$ cat src/sv/smw_pkg.sv
// smw_pkg: operation codes and shared types for the sign-magnitude word alu
// no dependencies
package smw_pkg;

   typedef enum logic [4:0] {
      OP_MBR_TO_AC = 5'd0,
      OP_ABS       = 5'd1,
      OP_NEG       = 5'd2,
      OP_NEGABS    = 5'd3,
      OP_AC_TO_MBR = 5'd4,
      OP_ADR_LEFT  = 5'd5,
      OP_ADR_RIGHT = 5'd6,
      OP_ADD       = 5'd7,
      OP_ADD_ABS   = 5'd8,
      OP_SUB       = 5'd9,
      OP_SUB_ABS   = 5'd10,
      OP_MQ_TO_AC  = 5'd11,
      OP_MBR_TO_MQ = 5'd12,
      OP_MUL       = 5'd13,
      OP_DIV       = 5'd14,
      OP_LSH       = 5'd15,
      OP_RSH       = 5'd16,
      OP_SIGN      = 5'd17
   } op_type;

   localparam int unsigned ADR_LEFT_SHIFT = 20;

   // control that travels along the cell chain with each beat
   typedef struct packed {
      logic   valid;
      logic   is_mul;
      logic   is_div;
      logic   neg_a;
      logic   neg_b;
   } ctl_type;

endpackage

$ cat src/sv/smw_cell.sv
// smw_cell: one stage of the arithmetic chain, does one multiply-add bit
// or one restoring-divide bit per beat, then hands everything to the next cell
// depends on smw_pkg
module smw_cell
   import smw_pkg::*;
#(
   parameter int MAG_BITS = 39,
   parameter int STEP     = 0
) (
   input  logic                  clock,
   input  logic                  reset,
   input  logic                  advance,
   input  ctl_type               ctl_i,
   input  logic [MAG_BITS-1:0]   a_i,
   input  logic [MAG_BITS-1:0]   b_i,
   input  logic [2*MAG_BITS-1:0] acc_i,
   output ctl_type               ctl_o,
   output logic [MAG_BITS-1:0]   a_o,
   output logic [MAG_BITS-1:0]   b_o,
   output logic [2*MAG_BITS-1:0] acc_o
);

   localparam int ACC_BITS = 2 * MAG_BITS;

   ctl_type                ctl_ff;
   logic [MAG_BITS-1:0]    a_ff, a_in;
   logic [MAG_BITS-1:0]    b_ff;
   logic [ACC_BITS-1:0]    acc_ff, acc_in;
   logic [MAG_BITS:0]      part_rem;
   logic [MAG_BITS:0]      diff;

   // multiply: a = multiplicand, b = multiplier, acc = product so far
   // divide: a = quotient bits/dividend shifting, b = divisor, acc[MAG_BITS-1:0] = remainder
   always_comb begin
      a_in     = a_i;
      acc_in   = acc_i;
      part_rem = '0;
      diff     = '0;
      if (ctl_i.is_mul) begin
         if (b_i[STEP]) begin
            acc_in = acc_i + (ACC_BITS'(a_i) << STEP);
         end
      end else if (ctl_i.is_div) begin
         part_rem = {acc_i[MAG_BITS-1:0], a_i[MAG_BITS-1]};
         diff     = part_rem - {1'b0, b_i};
         if (!diff[MAG_BITS]) begin
            acc_in = {{MAG_BITS{1'b0}}, diff[MAG_BITS-1:0]};
            a_in   = {a_i[MAG_BITS-2:0], 1'b1};
         end else begin
            acc_in = {{MAG_BITS{1'b0}}, part_rem[MAG_BITS-1:0]};
            a_in   = {a_i[MAG_BITS-2:0], 1'b0};
         end
      end
   end

   always_ff @(posedge clock) begin
      if (reset) begin
         ctl_ff <= '0;
      end else if (advance) begin
         ctl_ff <= ctl_i;
      end
      if (advance) begin
         a_ff   <= a_in;
         b_ff   <= b_i;
         acc_ff <= acc_in;
      end
   end

   assign ctl_o = ctl_ff;
   assign a_o   = a_ff;
   assign b_o   = b_ff;
   assign acc_o = acc_ff;

endmodule

$ cat config.mk
export PLATFORM = sky130hd
export DESIGN_NAME = smw_cell
export DESIGN_NICKNAME = d
export VERILOG_FILES = /design/src/sv/smw_pkg.sv /design/src/sv/smw_cell.sv
export SDC_FILE = /design/constraint.sdc
export NUM_CORES = 1
export LEC_CHECK = 0
export ABC_CLOCK_PERIOD_IN_PS = 4300
export BUFFER_PORTS_ARGS = -buffer_cell sky130_fd_sc_hd__buf_4
export CAP_MARGIN = 15
export CORE_ASPECT_RATIO = 2
export CORE_MARGIN = 4
export CORE_UTILIZATION = 55
export DETAILED_ROUTE_END_ITERATION = 12
export PLACE_DENSITY = 0.83
export REMOVE_ABC_BUFFERS = 1
export SETUP_SLACK_MARGIN = 0.2
export SYNTH_ARGS = -nofsm -noshare
export SYNTH_HDL_FRONTEND = slang
export SYNTH_SLANG_ARGS = --single-unit
$ cat constraint.sdc
create_clock -name clock -period 4.3 [get_ports clock]
set_clock_uncertainty 0.2 [all_clocks]
set_input_delay 0.215 -clock clock [delete_from_list [all_inputs] [get_ports clock]]
set_output_delay 0.215 -clock clock [all_outputs]
set_load 0.02 [all_outputs]
==> implementation parameters <==
Parameter                              Value

STA
  Max-Slew Margin vs Limit    0.2373
  Pin slew with the least headroom to its limit    1.143 ns
  Highest clock frequency the design can meet    0.2472 GHz
  Final worst-path cycle share    0.9409
  RSZ-0062 raised after global routing    yes
  Final setup violation count    0
  Fin worst setup slack    0.2540 ns
  Fin. max-slew vios    0
  Crit path time final    4.046 ns
  Setup_tns    0 ns
  Final hold violation count    0

Drt
  DRC violation total after the first TritonRoute iteration    1,271
  ANT nets after route    0
  Count of unresolved DRC violations after routing    0
  Mean number of vias per cell    6.486
  Per-cell routed wire length    23.40 um
  Via count    13,920
  First drt pass iteration count    8
  Routed wire length    50,230 um

Floorplanning
  Initial Utilization    0.5600
  Count of pins on the block boundary    325
  Die Width    114.2 um
  Vert. Die Dim    220.4 um
  Total Die Area    25,180 um^2
  Core box area    22,160 um^2
  Count of standard-cell rows    77

Worst setup path
  Critical path class    input pin to flip-flop
  Nature of the critical path endpoint    flip-flop
  Largest driver fanout on the critical path    10
  Critical Path RT    4.42 ns
  Nature of the critical path startpoint    input pin
  Data arrival time of the critical path    4.16 ns

CTS
  Maximum number of buffers from clock root to sink    2
  Clock tree from TritonCTS    yes
  Clock buffers created by TritonCTS    17
  Clock latency on the worst-skew pair    0.44 ns
  Cell chosen for the clock root    sky130_fd_sc_hd__clkbuf_16
  Clk slew on worst S/H paths    0.07 ns
  TritonCTS sink count    161
  H-tree levels    4

Place
  HPWL after detailed placement    34,800 um
  Port Buffers    324
  Weighted congestion at the end of routability-driven global placement    1.007
  Post-placement cell area    15,190 um^2
  Setup WS pre-CTS    0.2288 ns

Min path
  Hold WC Path Type    input pin to flip-flop

Layout
  Ratio of cells with drive above 1 in the final layout    0.2214
  Synthesis-to-finish area growth    40.58%
  Leading cell type in the layout, fill and taps excluded    sky130_fd_sc_hd__buf_4
  # fillers    1,413
  Antenna Cells    0
  Post-Layout Inst Area    17,450 um^2
  Most used cells in the layout excluding fill and tap cells    sky130_fd_sc_hd__buf_4, sky130_fd_sc_hd__nand2_1, sky130_fd_sc_hd__dlygate4sd3_1
  Layout net count    2,101

Logic synthesis
  Most instantiated flip-flop cell in the synthesis netlist    sky130_fd_sc_hd__edfxtp_1
  Post-synthesis area per instance    8.960 um^2
  Netlist area before placement    12,410 um^2
  Number of flops mapped to enable cells by yosys    156
  Asr flop ratio synth    0
  Distinct cell type count of the synthesized netlist    77
  Sequential cell area fraction in the yosys report    0.3856
  FF+latch count, synth    161
  Number of standard cells after synthesis    1,385
  Warnings from Yosys    0

GRT
  Maximum number of pins on one net before global-route repair    98
  Global Route Usage Sum    0.3880
  Remaining global-route overflow    0
  Initial antenna violation count    0
  Via count of the first global-routing pass    14,180
  Wire length of the first global-routing pass    75,910 um

Run status
  Run status    finished clean

Power and ir drop
  Pleak    7.525 nW
  Total power divided by cell area    321.6 nW/um^2
  Worst vdd rail ir drop    0.2135 mV
  Final total power    0.005610 W

Flow run
  # Max-Cap Violations    0
==> report_power, final <==
group / internal, W / switching [W] / leakage [nW]
combinational: 0.000832 / 0.00116 / 5.66
clock: 0.000937 / 0.000717 / 0.304
sequential: 0.00190 / 0.0000569 / 1.56
total: 0.00367 / 0.00194 / 7.53
==> cell usage after synthesis, types with 23 or more instances <==
| cell type | instances | area, um^2 |
|---|---|---|
| sky130_fd_sc_hd__o211ai_1 | 33 | 247.7 |
| sky130_fd_sc_hd__xnor2_1 | 42 | 367.9 |
| sky130_fd_sc_hd__ha_1 | 78 | 975.9 |
| sky130_fd_sc_hd__inv_1 | 64 | 240.2 |
| sky130_fd_sc_hd__a21oi_1 | 112 | 560.5 |
| sky130_fd_sc_hd__clkbuf_1 | 47 | 176.4 |
| sky130_fd_sc_hd__a211oi_1 | 36 | 270.3 |
| sky130_fd_sc_hd__o21ai_0 | 81 | 405.4 |
| sky130_fd_sc_hd__edfxtp_1 | 156 | 4684 |
| sky130_fd_sc_hd__mux2i_1 | 51 | 510.5 |
| sky130_fd_sc_hd__nand2_1 | 241 | 904.6 |
| sky130_fd_sc_hd__nor2_1 | 73 | 274.0 |
| sky130_fd_sc_hd__a21o_1 | 23 | 172.7 |
| sky130_fd_sc_hd__nor3_1 | 35 | 175.2 |
| sky130_fd_sc_hd__xor2_1 | 28 | 245.2 |
| sky130_fd_sc_hd__nand3_1 | 27 | 135.1 |
==> logic make-up (layout without fill, tap and decap cells) <==
| kind of cell | count (synthesis) | in the layout | synth area share |
|---|---|---|---|
| adders and majority gates | 80 | 80 | 0.08187 |
| AOI/OAI and AO/OA | 431 | 431 | 0.2309 |
| and+or+nand+nor | 466 | 467 | 0.1687 |
| buffers and inverters | 122 | 606 | 0.03882 |
| muxes | 55 | 55 | 0.04477 |
| xor gates and xnor gates | 70 | 70 | 0.04941 |
| DFF | 161 | 161 | 0.3856 |
==> worst paths after layout <==
| kind | to | start | cells after the start | slack (ns) |
|---|---|---|---|---|
| setup / recovery | acc_o[29] | acc_i[23] | 13 | 0.25 |
| hold / removal | acc_o[36] | acc_i[36] | 3 | 0.02 |
| setup reg to reg | ctl_o[1] | ctl_o[1] | 3 | 2.91 |
| hold reg to reg | ctl_o[3] | ctl_o[3] | 2 | 0.31 |
==> layer usage <==
metal / wire length (um) / vias up / part of all wire / GRT usage
li1: - / 6131 / - / -
met5: 0 / - / 0 / 0
met2: 26140 / 954 / 0.52 / 0.7103
met4: 4554 / 0 / 0.091 / 0.2969
met3: 3688 / 312 / 0.073 / 0.05966
met1: 15840 / 6522 / 0.32 / 0.3836
==> flip-flops by register name (all words and copies together) (netlist names) <==
name   cells
a_o       39
b_o       39
acc_o     78
ctl_o      5
==> layout make-up <==
type / instances / area (um^2) / share of cell area
multi-input cells: 1103 / 7197 / 0.4125
repair buffers: 510 / 4258 / 0.2441
well taps: 276 / 345.3 / 0.01979
clock inverters: 14 / 191.4 / 0.01097
flip-flops and latches: 161 / 4785 / 0.2743
inverters: 64 / 240.2 / 0.01377
clock buffers: 18 / 429.2 / 0.02460
==> metrics by stage <==
step	utilization	hold slack (ns)	cells
2_1_floorplan	-	0.08738	1327
3_3_place_gp	0.6854	0.2025	1953
3_5_place_dp	0.6854	0.2040	1953
4_1_cts	0.7857	0.009134	2145
5_1_grt	0.7873	0.03564	2146
6_report	0.7873	0.02257	2146
==> worst max-delay path: stages <==
cell and delay [ns]:
sky130_fd_sc_hd__dlygate4sd3_1 0.56, sky130_fd_sc_hd__buf_4 0.16, sky130_fd_sc_hd__ha_1 0.35, sky130_fd_sc_hd__a211oi_1 0.29
sky130_fd_sc_hd__o21bai_1 0.13, sky130_fd_sc_hd__or3_1 0.46, sky130_fd_sc_hd__a41o_1 0.30, sky130_fd_sc_hd__a41oi_4 0.35
sky130_fd_sc_hd__o21a_1 0.33, sky130_fd_sc_hd__nand2_2 0.20, sky130_fd_sc_hd__buf_4 0.25, sky130_fd_sc_hd__o211ai_1 0.30
sky130_fd_sc_hd__o221a_2 0.25
==> timing repair <==
action | in CTS | in global routing
resized for setup | 0 | 8
endpoints found under the hold margin | 143 | 0
setup buffers | 0 | 0
setup endpoints to repair | 0 | 19
hold buffers | 160 | 0
(Power assumes the default switching activity.)
