--- src/sv/smw_pkg.sv ---
// smw_pkg: operation codes and shared types for the sign-magnitude word alu
// no dependencies
package smw_pkg;

   typedef enum logic [4:0] {
      OP_MBR_TO_AC = 5'd0,
      OP_ABS       = 5'd1,
      OP_NEG       = 5'd2,
      OP_NEGABS    = 5'd3,
      OP_AC_TO_MBR = 5'd4,
      OP_ADR_LEFT  = 5'd5,
      OP_ADR_RIGHT = 5'd6,
      OP_ADD       = 5'd7,
      OP_ADD_ABS   = 5'd8,
      OP_SUB       = 5'd9,
      OP_SUB_ABS   = 5'd10,
      OP_MQ_TO_AC  = 5'd11,
      OP_MBR_TO_MQ = 5'd12,
      OP_MUL       = 5'd13,
      OP_DIV       = 5'd14,
      OP_LSH       = 5'd15,
      OP_RSH       = 5'd16,
      OP_SIGN      = 5'd17
   } op_type;

   localparam int unsigned ADR_LEFT_SHIFT = 20;

   // control that travels along the cell chain with each beat
   typedef struct packed {
      logic   valid;
      logic   is_mul;
      logic   is_div;
      logic   neg_a;
      logic   neg_b;
   } ctl_type;

endpackage

--- src/sv/smw_front.sv ---
// smw_front: decodes a request beat, computes the operations that need no cell arithmetic and
// prepares the operands that enter the cell chain
// depends on smw_pkg
module smw_front
   import smw_pkg::*;
#(
   parameter int WORD_BITS    = 40,
   parameter int ADDRESS_BITS = 12
) (
   input  logic [4:0]           func,
   input  logic [WORD_BITS-1:0] ac,
   input  logic [WORD_BITS-1:0] mbr,
   input  logic [WORD_BITS-1:0] mq,
   output logic [WORD_BITS-1:0] ac_o,
   output logic                 ac_w,
   output logic [WORD_BITS-1:0] mq_o,
   output logic                 mq_w,
   output logic [WORD_BITS-1:0] mbr_o,
   output logic                 mbr_w,
   output logic                 ovf,
   output logic                 dz,
   output logic                 is_mul,
   output logic                 is_div,
   output logic                 sign_a,
   output logic                 sign_b,
   output logic [WORD_BITS-2:0] mag_a,
   output logic [WORD_BITS-2:0] mag_b
);

   localparam int MB = WORD_BITS - 1;

   logic          acs, mbs, mqs;
   logic [MB-1:0] acm, mbm, mqm;
   logic          bs;
   logic [MB:0]   sum;
   logic [MB-1:0] mag;
   logic          rs;
   logic [WORD_BITS+ADR_LEFT_SHIFT-1:0] adr_wide;

   assign acs = ac[MB];
   assign mbs = mbr[MB];
   assign mqs = mq[MB];
   assign acm = ac[MB-1:0];
   assign mbm = mbr[MB-1:0];
   assign mqm = mq[MB-1:0];
   assign adr_wide = (WORD_BITS+ADR_LEFT_SHIFT)'(ac[ADDRESS_BITS-1:0]) << ADR_LEFT_SHIFT;

   always_comb begin
      bs = mbs;
      case (op_type'(func))
         OP_ADD_ABS: bs = 1'b0;
         OP_SUB:     bs = ~mbs;
         OP_SUB_ABS: bs = 1'b1;
         default:    bs = mbs;
      endcase
      sum = '0;
      mag = '0;
      rs  = acs;
      if (acs == bs) begin
         sum = {1'b0, acm} + {1'b0, mbm};
         mag = sum[MB-1:0];
         rs  = acs;
      end else if (acm >= mbm) begin
         mag = acm - mbm;
         rs  = acs;
      end else begin
         mag = mbm - acm;
         rs  = bs;
      end
   end

   always_comb begin
      ac_o = '0; ac_w = 1'b0; mq_o = '0; mq_w = 1'b0;
      mbr_o = '0; mbr_w = 1'b0; ovf = 1'b0; dz = 1'b0;
      is_mul = 1'b0; is_div = 1'b0;
      sign_a = acs; sign_b = mbs; mag_a = acm; mag_b = mbm;
      case (func)
         OP_MBR_TO_AC: begin ac_o = mbr; ac_w = 1'b1; end
         OP_ABS:       begin ac_o = {1'b0, mbm}; ac_w = 1'b1; end
         OP_NEG:       begin ac_o = {~mbs, mbm}; ac_w = 1'b1; end
         OP_NEGABS:    begin ac_o = {1'b1, mbm}; ac_w = 1'b1; end
         OP_AC_TO_MBR: begin mbr_o = ac; mbr_w = 1'b1; end
         OP_ADR_LEFT:  begin mbr_o = adr_wide[WORD_BITS-1:0]; mbr_w = 1'b1; end
         OP_ADR_RIGHT: begin
            mbr_o = WORD_BITS'(ac[ADDRESS_BITS-1:0]); mbr_w = 1'b1;
         end
         OP_ADD, OP_ADD_ABS, OP_SUB, OP_SUB_ABS: begin
            ac_o = (mag == '0) ? '0 : {rs, mag};
            ac_w = 1'b1;
            ovf  = sum[MB];
         end
         OP_MQ_TO_AC:  begin ac_o = mq; ac_w = 1'b1; end
         OP_MBR_TO_MQ: begin mq_o = mbr; mq_w = 1'b1; end
         OP_MUL: begin
            is_mul = 1'b1; sign_a = mbs; sign_b = mqs; mag_a = mbm; mag_b = mqm;
         end
         OP_DIV: begin
            if (mbm == '0) begin
               dz = 1'b1;
            end else begin
               is_div = 1'b1;
            end
         end
         OP_LSH: begin ac_o = {acs, acm[MB-2:0], 1'b0}; ac_w = 1'b1; end
         OP_RSH: begin ac_o = {acs, 1'b0, acm[MB-1:1]}; ac_w = 1'b1; end
         OP_SIGN: begin mbr_o = WORD_BITS'(acs); mbr_w = 1'b1; end
         default: ;
      endcase
   end

endmodule

--- config.mk ---
export PLATFORM = sky130hd
export DESIGN_NAME = smw_front
export DESIGN_NICKNAME = d
export VERILOG_FILES = /design/src/sv/smw_pkg.sv /design/src/sv/smw_front.sv
export SDC_FILE = /design/constraint.sdc
export NUM_CORES = 1
export LEC_CHECK = 0
export ABC_AREA = 1
export BUFFER_PORTS_ARGS = -buffer_cell sky130_fd_sc_hd__buf_2
export CAP_MARGIN = 40
export CORE_MARGIN = 8
export CORE_UTILIZATION = 32
export DETAILED_ROUTE_END_ITERATION = 12
export SLEW_MARGIN = 20
export SYNTH_ARGS = -nofsm -noshare
export SYNTH_HDL_FRONTEND = slang
export SYNTH_SLANG_ARGS = --single-unit
export TNS_END_PERCENT = 5
--- constraint.sdc ---
create_clock -name vclk -period 8.4
set_input_delay 1.68 -clock vclk [all_inputs]
set_output_delay 1.68 -clock vclk [all_outputs]
set_load 0.02 [all_outputs]
==> metrics.cfg <==
[floorplan]
initial_core_util_pct = 32.4
die-area_mm2 = 0.0446
die_w_um = 211
core_area_mm2 = 0.0376
std_cell_rows = 71
ios = 332
die_y_um = 211

[routing]
routedWlPerCell_um = 24.9
dr.pass1.iters = 7
drc = 0
drtIter0Drc = 3013
wirelength_um = 81600
ant_nets = 0
vias = 18759
viasPerCell = 5.73

[placed_design]
gp_congestion = 1.08
dp_hpwl_um = 69600
port_buffers = 332
placed_cell_area_mm2 = 0.0142

[yosys]
ys.warnings.count = 0
syn-num-nets = 2750
synth_top_area_share_pct = 27.0
synth_top_family_by_area = simple AND/OR/NAND/NOR gates
synth-seq-area-share_pct = 0
synth_compound_area_share_pct = 20.2
synth.area.mux_share_pct = 0.0821
synthAdderAreaFrac_pct = 12.4
avgSynthCellArea_um2 = 4.86
yosysTopAreaCell = nand2_1
synth.distinct_cells = 48
yosys.area_share.simple_pct = 48.6
synth_xor_area_share_pct = 2.59
synthCells = 2506
synth_area_leaders = nand2_1, inv_1, ha_1
syn-cell-area_mm2 = 0.0122

[hold_path]
holdCritPathClass = in -> out

[critical_path]
start_kind = input port
crit_chain = buf_2 -> inv_1 -> ha_1 -> nand2_1 -> nor2_1 -> nand2_1 -> nor2_4 -> nand3_2 -> nand2_1 -> nor2_4 -> nand2_8 -> nand2_1 -> nand3_1 -> o21ai_1 -> nor2_1 -> nand2_1 -> nor2_1 -> nand3_1 -> nor2_1 -> nand2_1 -> nand2_1 -> nand2_1 -> buf_2
path_class = in -> out
crit_path_top_delay_cell = ha_1
cp-end-kind = output port
max_stage_delay_ps = 700
critPathMaxFanout = 41
cp_common_cell = nand2_1
worstPathArrival_ps = 5810
cp.required_ps = 6720

[global_route]
globalRouteMet1Util_pct = 46.1
grt_pass1_wl_um = 116000
grt_usage_pct = 34.5
grt_use_met2_pct = 53.4
grt_antenna_before_repair = 7
grt_pass1_vias = 17732
grt_max_degree = 162
use_met3_pct = 6.77
gr-total-overflow = 0
top_usage_layer = met2

[sta]
maxSlewHeadroom_pct = 41.4
tightest_slew_ps = 870
fin_crit_sh_pct = 89.1
period_minus_slack_ps = 7490
fin_setup_tns_ps = 0
fmaxAchievable_ghz = 0.134
setup_viol = 0
rsz0062_at_grt = no
holdWs_ps = 3710
drv_slew = 0
hold_violations = 0

[final_layout]
numSequentialCells = 0
area_growth_pct = 16.6
fin_area_mm2 = 0.0142
seq_area_um2 = 0
final_layout_size_suffix_gt1_share_pct = 14.7
clkbuf_count = 0
final_core_utilization_pct = 37.8
layout.nets = 3006

[clock_tree]
holdBufCountCts = 0
post_cts_buffers = 0
cts-resized-gates = 0

[power_and_ir_drop]
p_leak_nw = 8.22
max-vdd-ir-drop_v = 0.0000337
power_density_mw_per_mm2 = 83.0
finalPower_mw = 1.18

[run_status]
status = complete, no violations

[job]
maxCapViolations = 0

==> cell usage after synthesis, types with 2 or more instances <==
| master | instances |
|---|---|
| inv_2 | 10 |
| a21oi_1 | 153 |
| a211oi_1 | 2 |
| clkinv_1 | 4 |
| nand3b_1 | 3 |
| nor4_1 | 13 |
| nand2_1 | 876 |
| nor2_2 | 13 |
| o211ai_1 | 5 |
| a22oi_1 | 9 |
| fa_1 | 3 |
| ha_1 | 116 |
| nand3_1 | 188 |
| buf_4 | 14 |
| xor2_1 | 33 |
| or2_2 | 3 |
| o22ai_1 | 34 |
| xnor2_1 | 3 |
| buf_2 | 28 |
| buf_6 | 3 |
| and2_1 | 3 |
| nand2_2 | 15 |
| a21oi_4 | 2 |
| nor2_1 | 247 |
| o221ai_1 | 11 |
| o21bai_1 | 15 |
| nor2_4 | 6 |
| o2111ai_1 | 10 |
| a21boi_0 | 4 |
| o21ai_1 | 7 |
| nand4_1 | 37 |
| o21ai_0 | 156 |
| clkbuf_1 | 49 |
| a221oi_1 | 15 |
| nor3_1 | 11 |
| inv_1 | 388 |
| nor3_2 | 2 |
| a21o_1 | 5 |
==> critical path, delay by kind of cell <==
kind	cells	cell delay [ps]
AND/OR/NAND/NOR	18	2730
buffers and inverters	3	540
adder cells (fa/ha/maj)	1	700
AO/OA/AOI/OAI	1	110
==> path summary, 6_finish.rpt <==
path | start | end | slack (ps) | cells past startpoint
worst max-delay path | ac[24] | ac_o[39] | 910 | 23
worst min-delay path | mq[21] | mag_b[21] | 3710 | 4
==> routing by layer <==
metal | part of all wire, % | routed length (um)
met5 | 0.032 | 26
met4 | 5.1 | 4130
met3 | 13 | 10300
met2 | 42 | 34500
met1 | 40 | 32600
==> cell families after synthesis <==
family | Yosys count
and+or+nand+nor | 1423
AOI/OAI and AO/OA | 430
buffers and inverters | 497
muxes | 1
xor gates and xnor gates | 36
adders and majority gates | 119
==> layout make-up <==
class	count	area (um2)
repair buffers	349	1830
fillers	4538	23400
multi-input cells	2009	10200
inverters	402	1510
diodes	5	12.5
well taps	511	639
==> where the power goes <==
part / internal (mW) / switching, mW
Clock: 0.0000000806 / 0
Sequential: 0 / 0
Combinational: 0.308 / 0.871
==> per-stage QoR <==
| stage | setup slack [ps] | std cells |
|---|---|---|
| floorplan | 2840 | 2506 |
| global placement | 1100 | 3269 |
| detailed placement | 1070 | 3270 |
| CTS | 1070 | 3270 |
| global route | 859 | 3276 |
| finish | 914 | 3276 |
==> cell usage in the layout (no fill, tap or decap), types with 2 or more instances in the layout <==
cell,synthesis,routed
xnor2_1,3,3
inv_1,388,388
o221ai_1,11,11
diode_2,0,5
a21boi_0,4,4
a22oi_1,9,9
xor2_1,33,33
nand3b_1,3,3
and2_1,3,3
a221oi_1,15,15
nor4_1,13,13
o2111ai_1,10,10
or2_2,3,3
o21ai_0,156,156
a211oi_1,2,2
nor3_1,11,9
ha_1,116,116
nor2_1,247,247
nor2_4,6,6
a21oi_4,2,2
a21o_1,5,5
nor2_2,13,13
nand4_1,37,37
buf_4,14,14
nor3_2,2,4
inv_2,10,10
o22ai_1,34,34
nand2_1,876,876
o21bai_1,15,15
a21oi_1,153,153
clkinv_1,4,4
o211ai_1,5,5
nand3_1,188,188
o21ai_1,7,7
fa_1,3,3
buf_2,28,332
nand2_2,15,15
Note: power is estimated with default switching activity, not from simulation.
